## config.mk

```make
export PLATFORM = sky130hd
export DESIGN_NAME = double_hash_table_top
export DESIGN_NICKNAME = d
export VERILOG_FILES = /design/src/rtl/dht_pkg.sv /design/src/rtl/dht_ram.sv /design/src/rtl/dht_queue.sv /design/src/rtl/dht_front.sv /design/src/rtl/dht_back.sv /design/src/rtl/double_hash_table_top.sv
export VERILOG_INCLUDE_DIRS = /design/src /design/src/rtl
export SDC_FILE = /design/constraint.sdc
export NUM_CORES = 1
export LEC_CHECK = 0
export BUFFER_PORTS_ARGS = -buffer_cell sky130_fd_sc_hd__buf_4
export CORE_MARGIN = 5
export CORE_UTILIZATION = 56
export CTS_CLUSTER_SIZE = 24
export DETAILED_ROUTE_END_ITERATION = 6
export PLACE_DENSITY_LB_ADDON = 0.15
export SYNTH_ARGS = -nofsm -noshare
export SYNTH_HDL_FRONTEND = slang
export SYNTH_SLANG_ARGS = --single-unit
```

## constraint.sdc

```tcl
create_clock -name clk_i -period 10.3 [get_ports clk_i]
set_clock_uncertainty 0.1 [all_clocks]
set_input_delay 0.515 -clock clk_i [delete_from_list [all_inputs] [get_ports clk_i]]
set_output_delay 0.515 -clock clk_i [all_outputs]
set_load 0.005 [all_outputs]
```

## src/rtl/assert_macros.svh

```systemverilog
// ----------------------------------------------------------------------------
// assertion macros
// shared concurrent assertion wrappers, clocked on clk_i, off during reset
// ----------------------------------------------------------------------------
`ifndef ASSERT_MACROS_SVH
`define ASSERT_MACROS_SVH

// property must hold at every clock edge out of reset
`define DHT_ASSERT(lbl, prop, msg) \
  lbl: assert property (@(posedge clk_i) disable iff (!rst_ni) (prop)) else $error(msg);

// condition must never be seen at a clock edge out of reset
`define DHT_ASSERT_NEVER(lbl, prop, msg) \
  `DHT_ASSERT(lbl, !(prop), msg)

`endif

```

## src/rtl/dht_pkg.sv

```systemverilog
// ----------------------------------------------------------------------------
// dht_pkg
// shared types and constants of the double hashing hash table
// ----------------------------------------------------------------------------
package dht_pkg;

  localparam int SLOTS_DEFAULT = 16;
  localparam int KEY_W         = 32;
  localparam int SLOT_W        = 4;
  localparam int POS_W         = 4;
  localparam int QUEUE_DEPTH   = 2;

  localparam logic [2:0] STEP_BASE = 3'd7;

  localparam logic [1:0] MODE_INSERT = 2'd0;
  localparam logic [1:0] MODE_SEARCH = 2'd1;
  localparam logic [1:0] MODE_READ   = 2'd2;

  typedef enum logic [1:0] {
    ST_DONE      = 2'd0,
    ST_NOT_FOUND = 2'd1,
    ST_FULL      = 2'd2,
    ST_ZERO_KEY  = 2'd3
  } status_e;

  typedef enum logic [2:0] {
    OP_INSERT,
    OP_SEARCH,
    OP_READ,
    OP_ZERO,
    OP_BAD
  } op_e;

  typedef struct packed {
    op_e                op;
    logic [KEY_W-1:0]   key;
    logic [SLOT_W-1:0]  slot;
  } job_t;

endpackage

```

## src/rtl/dht_ram.sv

```systemverilog
// ----------------------------------------------------------------------------
// dht_ram
// single port ram, one read or write per cycle, registered read data
// ----------------------------------------------------------------------------
module dht_ram #(
  parameter int WIDTH = 32,
  parameter int DEPTH = 16
) (
  input  logic                     clk_i,
  input  logic                     we_i,
  input  logic [$clog2(DEPTH)-1:0] addr_i,
  input  logic [WIDTH-1:0]         wdata_i,
  output logic [WIDTH-1:0]         rdata_o
);

  logic [WIDTH-1:0] mem_q [DEPTH];
  logic [WIDTH-1:0] rdata_q;

  always_ff @(posedge clk_i) begin
    if (we_i) begin
      mem_q[addr_i] <= wdata_i;
    end
    rdata_q <= mem_q[addr_i];
  end

  assign rdata_o = rdata_q;

endmodule

```

## src/rtl/dht_queue.sv

```systemverilog
// ----------------------------------------------------------------------------
// dht_queue
// small fifo between the classifying front end and the probing back end
// ----------------------------------------------------------------------------
module dht_queue import dht_pkg::*; #(
  parameter int WIDTH = 8
) (
  input  logic             clk_i,
  input  logic             rst_ni,
  input  logic             push_i,
  input  logic [WIDTH-1:0] data_i,
  input  logic             pop_i,
  output logic [WIDTH-1:0] data_o,
  output logic             full_o,
  output logic             empty_o
);

  localparam int AW = $clog2(QUEUE_DEPTH);
  localparam int CW = $clog2(QUEUE_DEPTH + 1);

  logic [WIDTH-1:0] entry_q [QUEUE_DEPTH];
  logic [AW-1:0]    wr_q, rd_q;
  logic [CW-1:0]    cnt_q;

  always_ff @(posedge clk_i or negedge rst_ni) begin
    if (!rst_ni) begin
      wr_q  <= '0;
      rd_q  <= '0;
      cnt_q <= '0;
    end else begin
      if (push_i) begin
        entry_q[wr_q] <= data_i;
        wr_q <= (wr_q == AW'(QUEUE_DEPTH - 1)) ? '0 : wr_q + AW'(1);
      end
      if (pop_i) begin
        rd_q <= (rd_q == AW'(QUEUE_DEPTH - 1)) ? '0 : rd_q + AW'(1);
      end
      if (push_i && !pop_i) begin
        cnt_q <= cnt_q + CW'(1);
      end else if (pop_i && !push_i) begin
        cnt_q <= cnt_q - CW'(1);
      end
    end
  end

  assign data_o  = entry_q[rd_q];
  assign full_o  = (cnt_q == CW'(QUEUE_DEPTH));
  assign empty_o = (cnt_q == '0);

endmodule

```

## src/rtl/dht_front.sv

```systemverilog
// ----------------------------------------------------------------------------
// dht_front
// takes a transaction, classifies it and works out home slot and step
// ----------------------------------------------------------------------------
module dht_front import dht_pkg::*; #(
  parameter int SLOTS = SLOTS_DEFAULT
) (
  input  logic                       clk_i,
  input  logic                       rst_ni,
  input  logic                       accept_i,
  input  logic [1:0]                 mode_i,
  input  logic [KEY_W-1:0]           key_i,
  input  logic [SLOT_W-1:0]          slot_i,
  input  logic                       full_i,
  output logic                       push_o,
  output job_t                       job_o,
  output logic [$clog2(SLOTS)-1:0]   home_o,
  output logic [$clog2(SLOTS)-1:0]   stepm_o,
  output logic                       busy_o
);

  localparam int PW = $clog2(SLOTS);
  localparam int SW = $clog2(SLOTS + 1);
  localparam int TW = SW + 8;
  localparam int UW = SW + 3;

  typedef enum logic [1:0] {F_IDLE, F_HASH, F_PUSH} state_e;

  state_e           state_q;
  job_t             job_q;
  logic [KEY_W-1:0] shift_q;
  logic [1:0]       cnt_q;
  logic [PW-1:0]    rs_q;
  logic [2:0]       r7_q;

  op_e              op_in;
  logic [PW-1:0]    rs_nx;
  logic [2:0]       r7_nx;
  logic [2:0]       step;

  always_comb begin
    op_in = OP_BAD;
    case (mode_i)
      MODE_INSERT: op_in = (key_i == '0) ? OP_ZERO : OP_INSERT;
      MODE_SEARCH: op_in = (key_i == '0) ? OP_ZERO : OP_SEARCH;
      MODE_READ:   op_in = OP_READ;
      default:     op_in = OP_BAD;
    endcase
  end

  // one byte of the key per cycle, msb first, restoring reduction
  always_comb begin
    logic [TW-1:0] t;
    logic [10:0]   t7;
    t  = TW'({rs_q, shift_q[KEY_W-1 -: 8]});
    t7 = {r7_q, shift_q[KEY_W-1 -: 8]};
    for (int k = 7; k >= 0; k--) begin
      if (t >= (TW'(SLOTS) << k)) begin
        t = t - (TW'(SLOTS) << k);
      end
      if (t7 >= (11'(STEP_BASE) << k)) begin
        t7 = t7 - (11'(STEP_BASE) << k);
      end
    end
    rs_nx = t[PW-1:0];
    r7_nx = t7[2:0];
  end

  // step in 1..7, folded into the table range
  always_comb begin
    logic [UW-1:0] s;
    step = STEP_BASE - r7_q;
    s    = UW'(step);
    for (int k = 2; k >= 0; k--) begin
      if (s >= (UW'(SLOTS) << k)) begin
        s = s - (UW'(SLOTS) << k);
      end
    end
    stepm_o = s[PW-1:0];
  end

  always_ff @(posedge clk_i or negedge rst_ni) begin
    if (!rst_ni) begin
      state_q <= F_IDLE;
      cnt_q   <= '0;
    end else begin
      case (state_q)
        F_IDLE: begin
          if (accept_i) begin
            job_q.op   <= op_in;
            job_q.key  <= key_i;
            job_q.slot <= slot_i;
            shift_q    <= key_i;
            cnt_q      <= '0;
            rs_q       <= '0;
            r7_q       <= '0;
            state_q    <= (op_in == OP_INSERT || op_in == OP_SEARCH) ? F_HASH : F_PUSH;
          end
        end
        F_HASH: begin
          rs_q    <= rs_nx;
          r7_q    <= r7_nx;
          shift_q <= shift_q << 8;
          cnt_q   <= cnt_q + 2'd1;
          if (cnt_q == 2'd3) begin
            state_q <= F_PUSH;
          end
        end
        F_PUSH: begin
          if (!full_i) begin
            state_q <= F_IDLE;
          end
        end
        default: state_q <= F_IDLE;
      endcase
    end
  end

  assign push_o = (state_q == F_PUSH) && !full_i;
  assign job_o  = job_q;
  assign home_o = rs_q;
  assign busy_o = (state_q != F_IDLE);

endmodule

```

## src/rtl/dht_back.sv

```systemverilog
// ----------------------------------------------------------------------------
// dht_back
// clears the slot store, then runs queued jobs one probe per cycle
// ----------------------------------------------------------------------------
`include "assert_macros.svh"

module dht_back import dht_pkg::*; #(
  parameter int SLOTS = SLOTS_DEFAULT
) (
  input  logic                     clk_i,
  input  logic                     rst_ni,
  input  logic                     empty_i,
  input  job_t                     job_i,
  input  logic [$clog2(SLOTS)-1:0] home_i,
  input  logic [$clog2(SLOTS)-1:0] stepm_i,
  output logic                     pop_o,
  output logic                     clearing_o,
  output logic                     done_o,
  output logic [1:0]               status_o,
  output logic [POS_W-1:0]         position_o,
  output logic [KEY_W-1:0]         slot_value_o
);

  localparam int PW = $clog2(SLOTS);
  localparam int CW = $clog2(SLOTS + 1);
  localparam int IW = (PW > SLOT_W) ? PW : SLOT_W;

  typedef enum logic [1:0] {B_CLEAR, B_IDLE, B_PROBE, B_READ} state_e;

  state_e             state_q;
  logic [PW-1:0]      clr_q;
  op_e                op_q;
  logic [KEY_W-1:0]   key_q;
  logic [PW-1:0]      stepm_q;
  logic [PW-1:0]      cur_q;
  logic [CW-1:0]      cnt_q;
  logic [SLOT_W-1:0]  slot_q;
  logic               done_q;
  status_e            status_q;
  logic [POS_W-1:0]   pos_q;
  logic [KEY_W-1:0]   value_q;

  logic               ram_we;
  logic [PW-1:0]      ram_addr;
  logic [KEY_W-1:0]   ram_wdata;
  logic [KEY_W-1:0]   ram_rdata;

  logic [PW-1:0]      nxt;
  logic [PW:0]        sum;
  logic [IW:0]        slot_ext;
  logic               slot_ok;
  logic [IW-1:0]      cur_ext;
  logic               hit_empty, hit_key;

  dht_ram #(
    .WIDTH (KEY_W),
    .DEPTH (SLOTS)
  ) u_store (
    .clk_i   (clk_i),
    .we_i    (ram_we),
    .addr_i  (ram_addr),
    .wdata_i (ram_wdata),
    .rdata_o (ram_rdata)
  );

  // next probe slot
  always_comb begin
    sum = {1'b0, cur_q} + {1'b0, stepm_q};
    if (sum >= (PW+1)'(SLOTS)) begin
      sum = sum - (PW+1)'(SLOTS);
    end
    nxt = sum[PW-1:0];
  end

  assign slot_ext  = (IW+1)'(job_i.slot);
  assign slot_ok   = slot_ext < (IW+1)'(SLOTS);
  assign cur_ext   = IW'(cur_q);
  assign hit_empty = (ram_rdata == '0);
  assign hit_key   = (ram_rdata == key_q);
  assign pop_o     = (state_q == B_IDLE) && !empty_i;

  // store port: clear sweep, dispatch read, probe read ahead or insert write
  always_comb begin
    ram_we    = 1'b0;
    ram_addr  = cur_q;
    ram_wdata = key_q;
    case (state_q)
      B_CLEAR: begin
        ram_we    = 1'b1;
        ram_addr  = clr_q;
        ram_wdata = '0;
      end
      B_IDLE: begin
        ram_addr = (job_i.op == OP_READ) ? slot_ext[PW-1:0] : home_i;
      end
      B_PROBE: begin
        if (op_q == OP_INSERT && hit_empty) begin
          ram_we = 1'b1;
        end else begin
          ram_addr = nxt;
        end
      end
      default: ram_addr = cur_q;
    endcase
  end

  always_ff @(posedge clk_i or negedge rst_ni) begin
    if (!rst_ni) begin
      state_q <= B_CLEAR;
      clr_q   <= '0;
      done_q  <= 1'b0;
    end else begin
      done_q <= 1'b0;
      case (state_q)
        B_CLEAR: begin
          clr_q <= clr_q + PW'(1);
          if (clr_q == PW'(SLOTS - 1)) begin
            state_q <= B_IDLE;
          end
        end
        B_IDLE: begin
          if (!empty_i) begin
            op_q    <= job_i.op;
            key_q   <= job_i.key;
            stepm_q <= stepm_i;
            cur_q   <= home_i;
            cnt_q   <= '0;
            slot_q  <= job_i.slot;
            case (job_i.op)
              OP_INSERT, OP_SEARCH: state_q <= B_PROBE;
              OP_READ: begin
                if (slot_ok) begin
                  state_q <= B_READ;
                end else begin
                  done_q   <= 1'b1;
                  status_q <= ST_NOT_FOUND;
                  pos_q    <= job_i.slot;
                  value_q  <= '0;
                end
              end
              OP_ZERO: begin
                done_q   <= 1'b1;
                status_q <= ST_ZERO_KEY;
                pos_q    <= '0;
                value_q  <= '0;
              end
              default: begin
                done_q   <= 1'b1;
                status_q <= ST_NOT_FOUND;
                pos_q    <= '0;
                value_q  <= '0;
              end
            endcase
          end
        end
        B_READ: begin
          done_q   <= 1'b1;
          status_q <= ST_DONE;
          pos_q    <= slot_q;
          value_q  <= ram_rdata;
          state_q  <= B_IDLE;
        end
        B_PROBE: begin
          value_q <= '0;
          if (op_q == OP_INSERT) begin
            if (hit_empty) begin
              done_q   <= 1'b1;
              status_q <= ST_DONE;
              pos_q    <= cur_ext[POS_W-1:0];
              state_q  <= B_IDLE;
            end else if (cnt_q == CW'(SLOTS - 1)) begin
              done_q   <= 1'b1;
              status_q <= ST_FULL;
              pos_q    <= '0;
              state_q  <= B_IDLE;
            end else begin
              cur_q <= nxt;
              cnt_q <= cnt_q + CW'(1);
            end
          end else begin
            if (hit_key) begin
              done_q   <= 1'b1;
              status_q <= ST_DONE;
              pos_q    <= cur_ext[POS_W-1:0];
              state_q  <= B_IDLE;
            end else if (hit_empty || cnt_q == CW'(SLOTS)) begin
              done_q   <= 1'b1;
              status_q <= ST_NOT_FOUND;
              pos_q    <= '0;
              state_q  <= B_IDLE;
            end else begin
              cur_q <= nxt;
              cnt_q <= cnt_q + CW'(1);
            end
          end
        end
        default: state_q <= B_IDLE;
      endcase
    end
  end

  assign clearing_o   = (state_q == B_CLEAR);
  assign done_o       = done_q;
  assign status_o     = status_q;
  assign position_o   = pos_q;
  assign slot_value_o = value_q;

  `DHT_ASSERT(a_probe_bound, (state_q == B_PROBE) |-> (cnt_q <= CW'(SLOTS)), "probe count past table size")
  `DHT_ASSERT(a_write_on_empty, (ram_we && state_q != B_CLEAR) |-> (op_q == OP_INSERT && ram_rdata == '0), "store write outside an insert into an empty slot")
  `DHT_ASSERT_NEVER(a_stray_value, done_q && status_q != ST_DONE && value_q != '0, "slot value set on a failed result")

endmodule

```

## src/rtl/double_hash_table_top.sv

```systemverilog
// ----------------------------------------------------------------------------
// double_hash_table_top
// open addressed hash table of nonzero keys with double hashing
// ----------------------------------------------------------------------------
//
//  channel   handshake                 payload
//  command   start / busy              mode_i, key_i, slot_i
//  result    done_o (one-cycle strobe) status_o, position_o, slot_value_o
//
//  front end: accept cycle, then for insert and search folding the key a
//  byte at a time into home slot and step, then the job waits for queue room
//  back end: dispatch, then one store probe per cycle; insert probes
//  up to SLOTS slots, search up to SLOTS+1, read one store read, others none
//  after reset the store is swept to zero with busy high
//  results cannot be stalled; the two-entry queue lets hashing overlap probing
//
module double_hash_table_top import dht_pkg::*; #(
  parameter int SLOTS = SLOTS_DEFAULT
) (
  input  logic               clk_i,
  input  logic               rst_ni,
  input  logic               start,
  output logic               busy,
  input  logic [1:0]         mode_i,
  input  logic [KEY_W-1:0]   key_i,
  input  logic [SLOT_W-1:0]  slot_i,
  output logic               done_o,
  output logic [1:0]         status_o,
  output logic [POS_W-1:0]   position_o,
  output logic [KEY_W-1:0]   slot_value_o
);

  localparam int PW = $clog2(SLOTS);
  localparam int JW = $bits(job_t);
  localparam int QW = JW + 2 * PW;

  // transaction handshake
  logic          accept;
  logic          front_busy;
  logic          clearing;

  // front end to queue
  logic          push;
  job_t          front_job;
  logic [PW-1:0] front_home;
  logic [PW-1:0] front_stepm;
  logic          q_full;

  // queue to back end
  logic [QW-1:0] q_head;
  logic          q_empty;
  logic          pop;
  job_t          back_job;
  logic [PW-1:0] back_home;
  logic [PW-1:0] back_stepm;

  // no transaction while hashing, handing on a job or clearing the store
  assign busy   = front_busy || clearing;
  assign accept = start && !busy;

  dht_front #(
    .SLOTS (SLOTS)
  ) u_front (
    .clk_i    (clk_i),
    .rst_ni   (rst_ni),
    .accept_i (accept),
    .mode_i   (mode_i),
    .key_i    (key_i),
    .slot_i   (slot_i),
    .full_i   (q_full),
    .push_o   (push),
    .job_o    (front_job),
    .home_o   (front_home),
    .stepm_o  (front_stepm),
    .busy_o   (front_busy)
  );

  // queue entry: job, home slot, folded step
  dht_queue #(
    .WIDTH (QW)
  ) u_queue (
    .clk_i   (clk_i),
    .rst_ni  (rst_ni),
    .push_i  (push),
    .data_i  ({front_job, front_home, front_stepm}),
    .pop_i   (pop),
    .data_o  (q_head),
    .full_o  (q_full),
    .empty_o (q_empty)
  );

  assign back_job   = q_head[QW-1 -: JW];
  assign back_home  = q_head[2*PW-1 -: PW];
  assign back_stepm = q_head[PW-1:0];

  // probing engine owns the slot store and the result registers
  dht_back #(
    .SLOTS (SLOTS)
  ) u_back (
    .clk_i        (clk_i),
    .rst_ni       (rst_ni),
    .empty_i      (q_empty),
    .job_i        (back_job),
    .home_i       (back_home),
    .stepm_i      (back_stepm),
    .pop_o        (pop),
    .clearing_o   (clearing),
    .done_o       (done_o),
    .status_o     (status_o),
    .position_o   (position_o),
    .slot_value_o (slot_value_o)
  );

endmodule

```

==> flow_metrics.env <==
export IMPL_synthCells=2436
export IMPL_fmax_mhz=104
export IMPL_grt_use_met3_pct=3.64
export IMPL_tritoncts_num_sinks=818
export IMPL_cp_slowest_cell="or4_4"
export IMPL_cap_violations=0
export IMPL_antenna_left=0
export IMPL_ys_flop_type="edfxtp_1"
export IMPL_clk_pin_slew_ps=60
export IMPL_grt_pass1_wl_um=121000
export IMPL_r2r_worst_path_cells=43
export IMPL_start_util_pct=56.3
export IMPL_overflow=0
export IMPL_synth_top_area_share_pct=68.4
export IMPL_track_usage_pct=24.0
export IMPL_worstHoldStart="mode_i[1]"
export IMPL_cts_setup_buffers=0
export IMPL_fin_crit_sh_pct=93.2
export IMPL_finalNetCount=2602
export IMPL_postSynth_asyncResetShare_pct=1.83
export IMPL_synth_seq_area_share_pct=71.4
export IMPL_worstPathArrival_ps=9840
export IMPL_ys_types=79
export IMPL_critPathMaxStageDelay_ps=500
export IMPL_worst_pin_slew_ps=1260
export IMPL_wl_um=81100
export IMPL_antenna_found_initial=6
export IMPL_clk_path_buf_depth=3
export IMPL_synth_area_um2=33900
export IMPL_coreArea_um2=60100
export IMPL_rows=90
export IMPL_die_x_um=256
export IMPL_grt_max_degree=211
export IMPL_max_slew_margin_pct=16.1
export IMPL_drt_iter0_markers=1894
export IMPL_critPathCaptureType="register"
export IMPL_root_buffer="clkbuf_16"
export IMPL_synth_area_leader_cell="edfxtp_1"
export IMPL_met2_usage_pct=38.1
export IMPL_ff2ff_setup_slack_ps=710
export IMPL_r2r_start="u_front.r7_q[0]"
export IMPL_tns_ps=0
export IMPL_vias_per_cell=6.07
export IMPL_criticalPathCategory="reg2reg"
export IMPL_synth_nets=2499
export IMPL_drive_gt1_share_pct=13.4
export IMPL_wire_per_inst_um=23.9
export IMPL_synth_edf_count=771
export IMPL_cp_start_kind="register"
export IMPL_multi_input_area_um2=9320
export IMPL_crit_required_ps=10550
export IMPL_fin_crit_ps=9590
export IMPL_portBuffers=80
export IMPL_status="finished, final reports clean"
export IMPL_postLayoutCellArea_um2=38600
export IMPL_min_path_type="in2reg"
export IMPL_clock_latency_ps=630
export IMPL_cts_buffers=81
export IMPL_syn_area_per_cell_um2=13.9
export IMPL_postPlaceCellArea_um2=35500
export IMPL_use_met1_pct=35.3
export IMPL_dp_final_hpwl_um=46700
export IMPL_grt_pass1_vias=19794
export IMPL_ys_warn_count=0
export IMPL_whs_endpoint="u_front.job_o[36]"
export IMPL_cts_max_level=3
export IMPL_ys_top_cells_by_area="edfxtp_1 (68%), nand2_1 (4.2%), a211oi_1 (3.7%)"
export IMPL_synth_seq_cells=818
export IMPL_crit_path_max_fanout=11
export IMPL_drc=0
export IMPL_vias=20592
export IMPL_globalplace_congestion=0.911
export IMPL_whs_path_depth=2
export IMPL_maxSlewViolCount=0
export IMPL_seq_area_um2=24200
export IMPL_die_h_um=256
export IMPL_firstDrtPassIters=5
export IMPL_reg2reg_to="u_front.r7_q[0]"
export IMPL_area_growth_pct=14.1
export IMPL_io_pins=81
export IMPL_top_usage_layer="met2"
export IMPL_die_area_um2=65500
export IMPL_setup_viol=0
export IMPL_cts_tree="built"
export IMPL_fillers=4339
export IMPL_hold_viol_final=0
[registers in the layout, summed over array words and instances, names as in the netlist, 3 cells and up]
signal                  count
u_back.u_store.mem_q      512
u_queue.entry_q            92
u_front.job_o              39
u_back.key_q               32
u_back.slot_value_o        32
u_back.u_store.rdata_o     32
u_front.shift_q            32
u_back.cnt_q                5
u_back.clr_q                4
u_back.cur_ext              4
u_back.position_o           4
u_back.slot_q               4
u_front.home_o              4
u_back.op_q                 3
u_back.stepm_q              3
u_front.r7_q                3
[per-layer routing]
layer | vias to the layer above | wire length (um)
met3 | 114 | 5390
met2 | 699 | 38600
li1 | 9474 | -
met4 | 4 | 1870
met1 | 10301 | 35200
met5 | - | 34
[how the worst max path moves through the flow]
stage,end,start,cells after the start
floorplan,u_front.r7_q[0],u_front.r7_q[0],46
finish,u_front.r7_q[0],u_front.r7_q[0],43
CTS,u_front.r7_q[0],u_front.r7_q[0],45
global placement,u_front.r7_q[0],u_front.r7_q[0],45
global route,u_front.r7_q[0],u_front.r7_q[0],45
detailed placement,u_front.r7_q[0],u_front.r7_q[0],45
[area by class of cell]
type	instances	share of cell area, %
Inverter	30	0.291
Clock inverter	36	1.14
Timing Repair Buffer	158	3.41
Antenna cell	1	0.00648
Tap cell	782	2.53
Sequential cell	818	62.6
Clock buffer	116	5.93
Multi-Input combinational cell	1450	24.1
[stage by stage]
| step | hold WS, ps | instances | worst slack (ps) | util (%) |
|---|---|---|---|---|
| 2_1_floorplan | 119 | 2436 | 713 | - |
| 3_3_place_gp | 304 | 3201 | 143 | 59.0 |
| 3_5_place_dp | 311 | 3201 | -143 | 59.0 |
| 4_1_cts | 49.3 | 3390 | 37.5 | 64.1 |
| 5_1_grt | 62.0 | 3391 | -9.02 | 64.2 |
| 6_report | 84.0 | 3391 | 705 | 64.2 |
[synth_stat cells, types with 36 or more instances]
master	instances
and2_1	173
nand2_1	376
edfxtp_1	771
a211oi_1	169
nor2b_1	36
a31oi_1	65
nor2_1	74
clkbuf_1	128
xor2_1	40
mux2_2	45
a311oi_1	67
a21oi_1	92
[layout by cell type, fill, tap and decap left out, drive strengths merged, types with 37 or more instances in the layout]
cell type,n
edfxtp,771
a311oi,68
mux2,46
dlygate4sd3,37
clkbuf,116
nand2,376
a31oi,65
a211oi,170
buf,121
nor2,74
and2,180
a21oi,94
xor2,40
[worst max-delay path: cells and delay by family, from the launching register on]
family	cells	cell delay (ps)
DFF	1	480
AOI/OAI and AO/OA	7	1480
buffers and inverters	4	580
and+or+nand+nor	16	2800
adders and majority gates	7	1930
xor gates and xnor gates	6	960
muxes	3	1000
[repair_timing]
action | 4_1_cts | 5_1_grt
endpoints found under the hold margin | 51 | 0
setup endpoints to repair | 2 | 3
hold buffers | 37 | 0
gates resized for setup | 1 | 13
[logic make-up (layout without fill, tap and decap cells)]
family / after synthesis / after routing / share of synthesized area, %
fa+ha+maj: 22 / 22 / 0.835
buf+inv: 168 / 340 / 1.90
simple gates: 795 / 795 / 11.4
xor+xnor: 60 / 60 / 1.55
flops: 818 / 818 / 71.4
compound gates: 501 / 501 / 10.6
other cells: 0 / 1 / 0
mux: 72 / 72 / 2.31
Power is not shown: default switching activity piles up to over one toggle a cycle in this logic, so the estimate is an artifact.
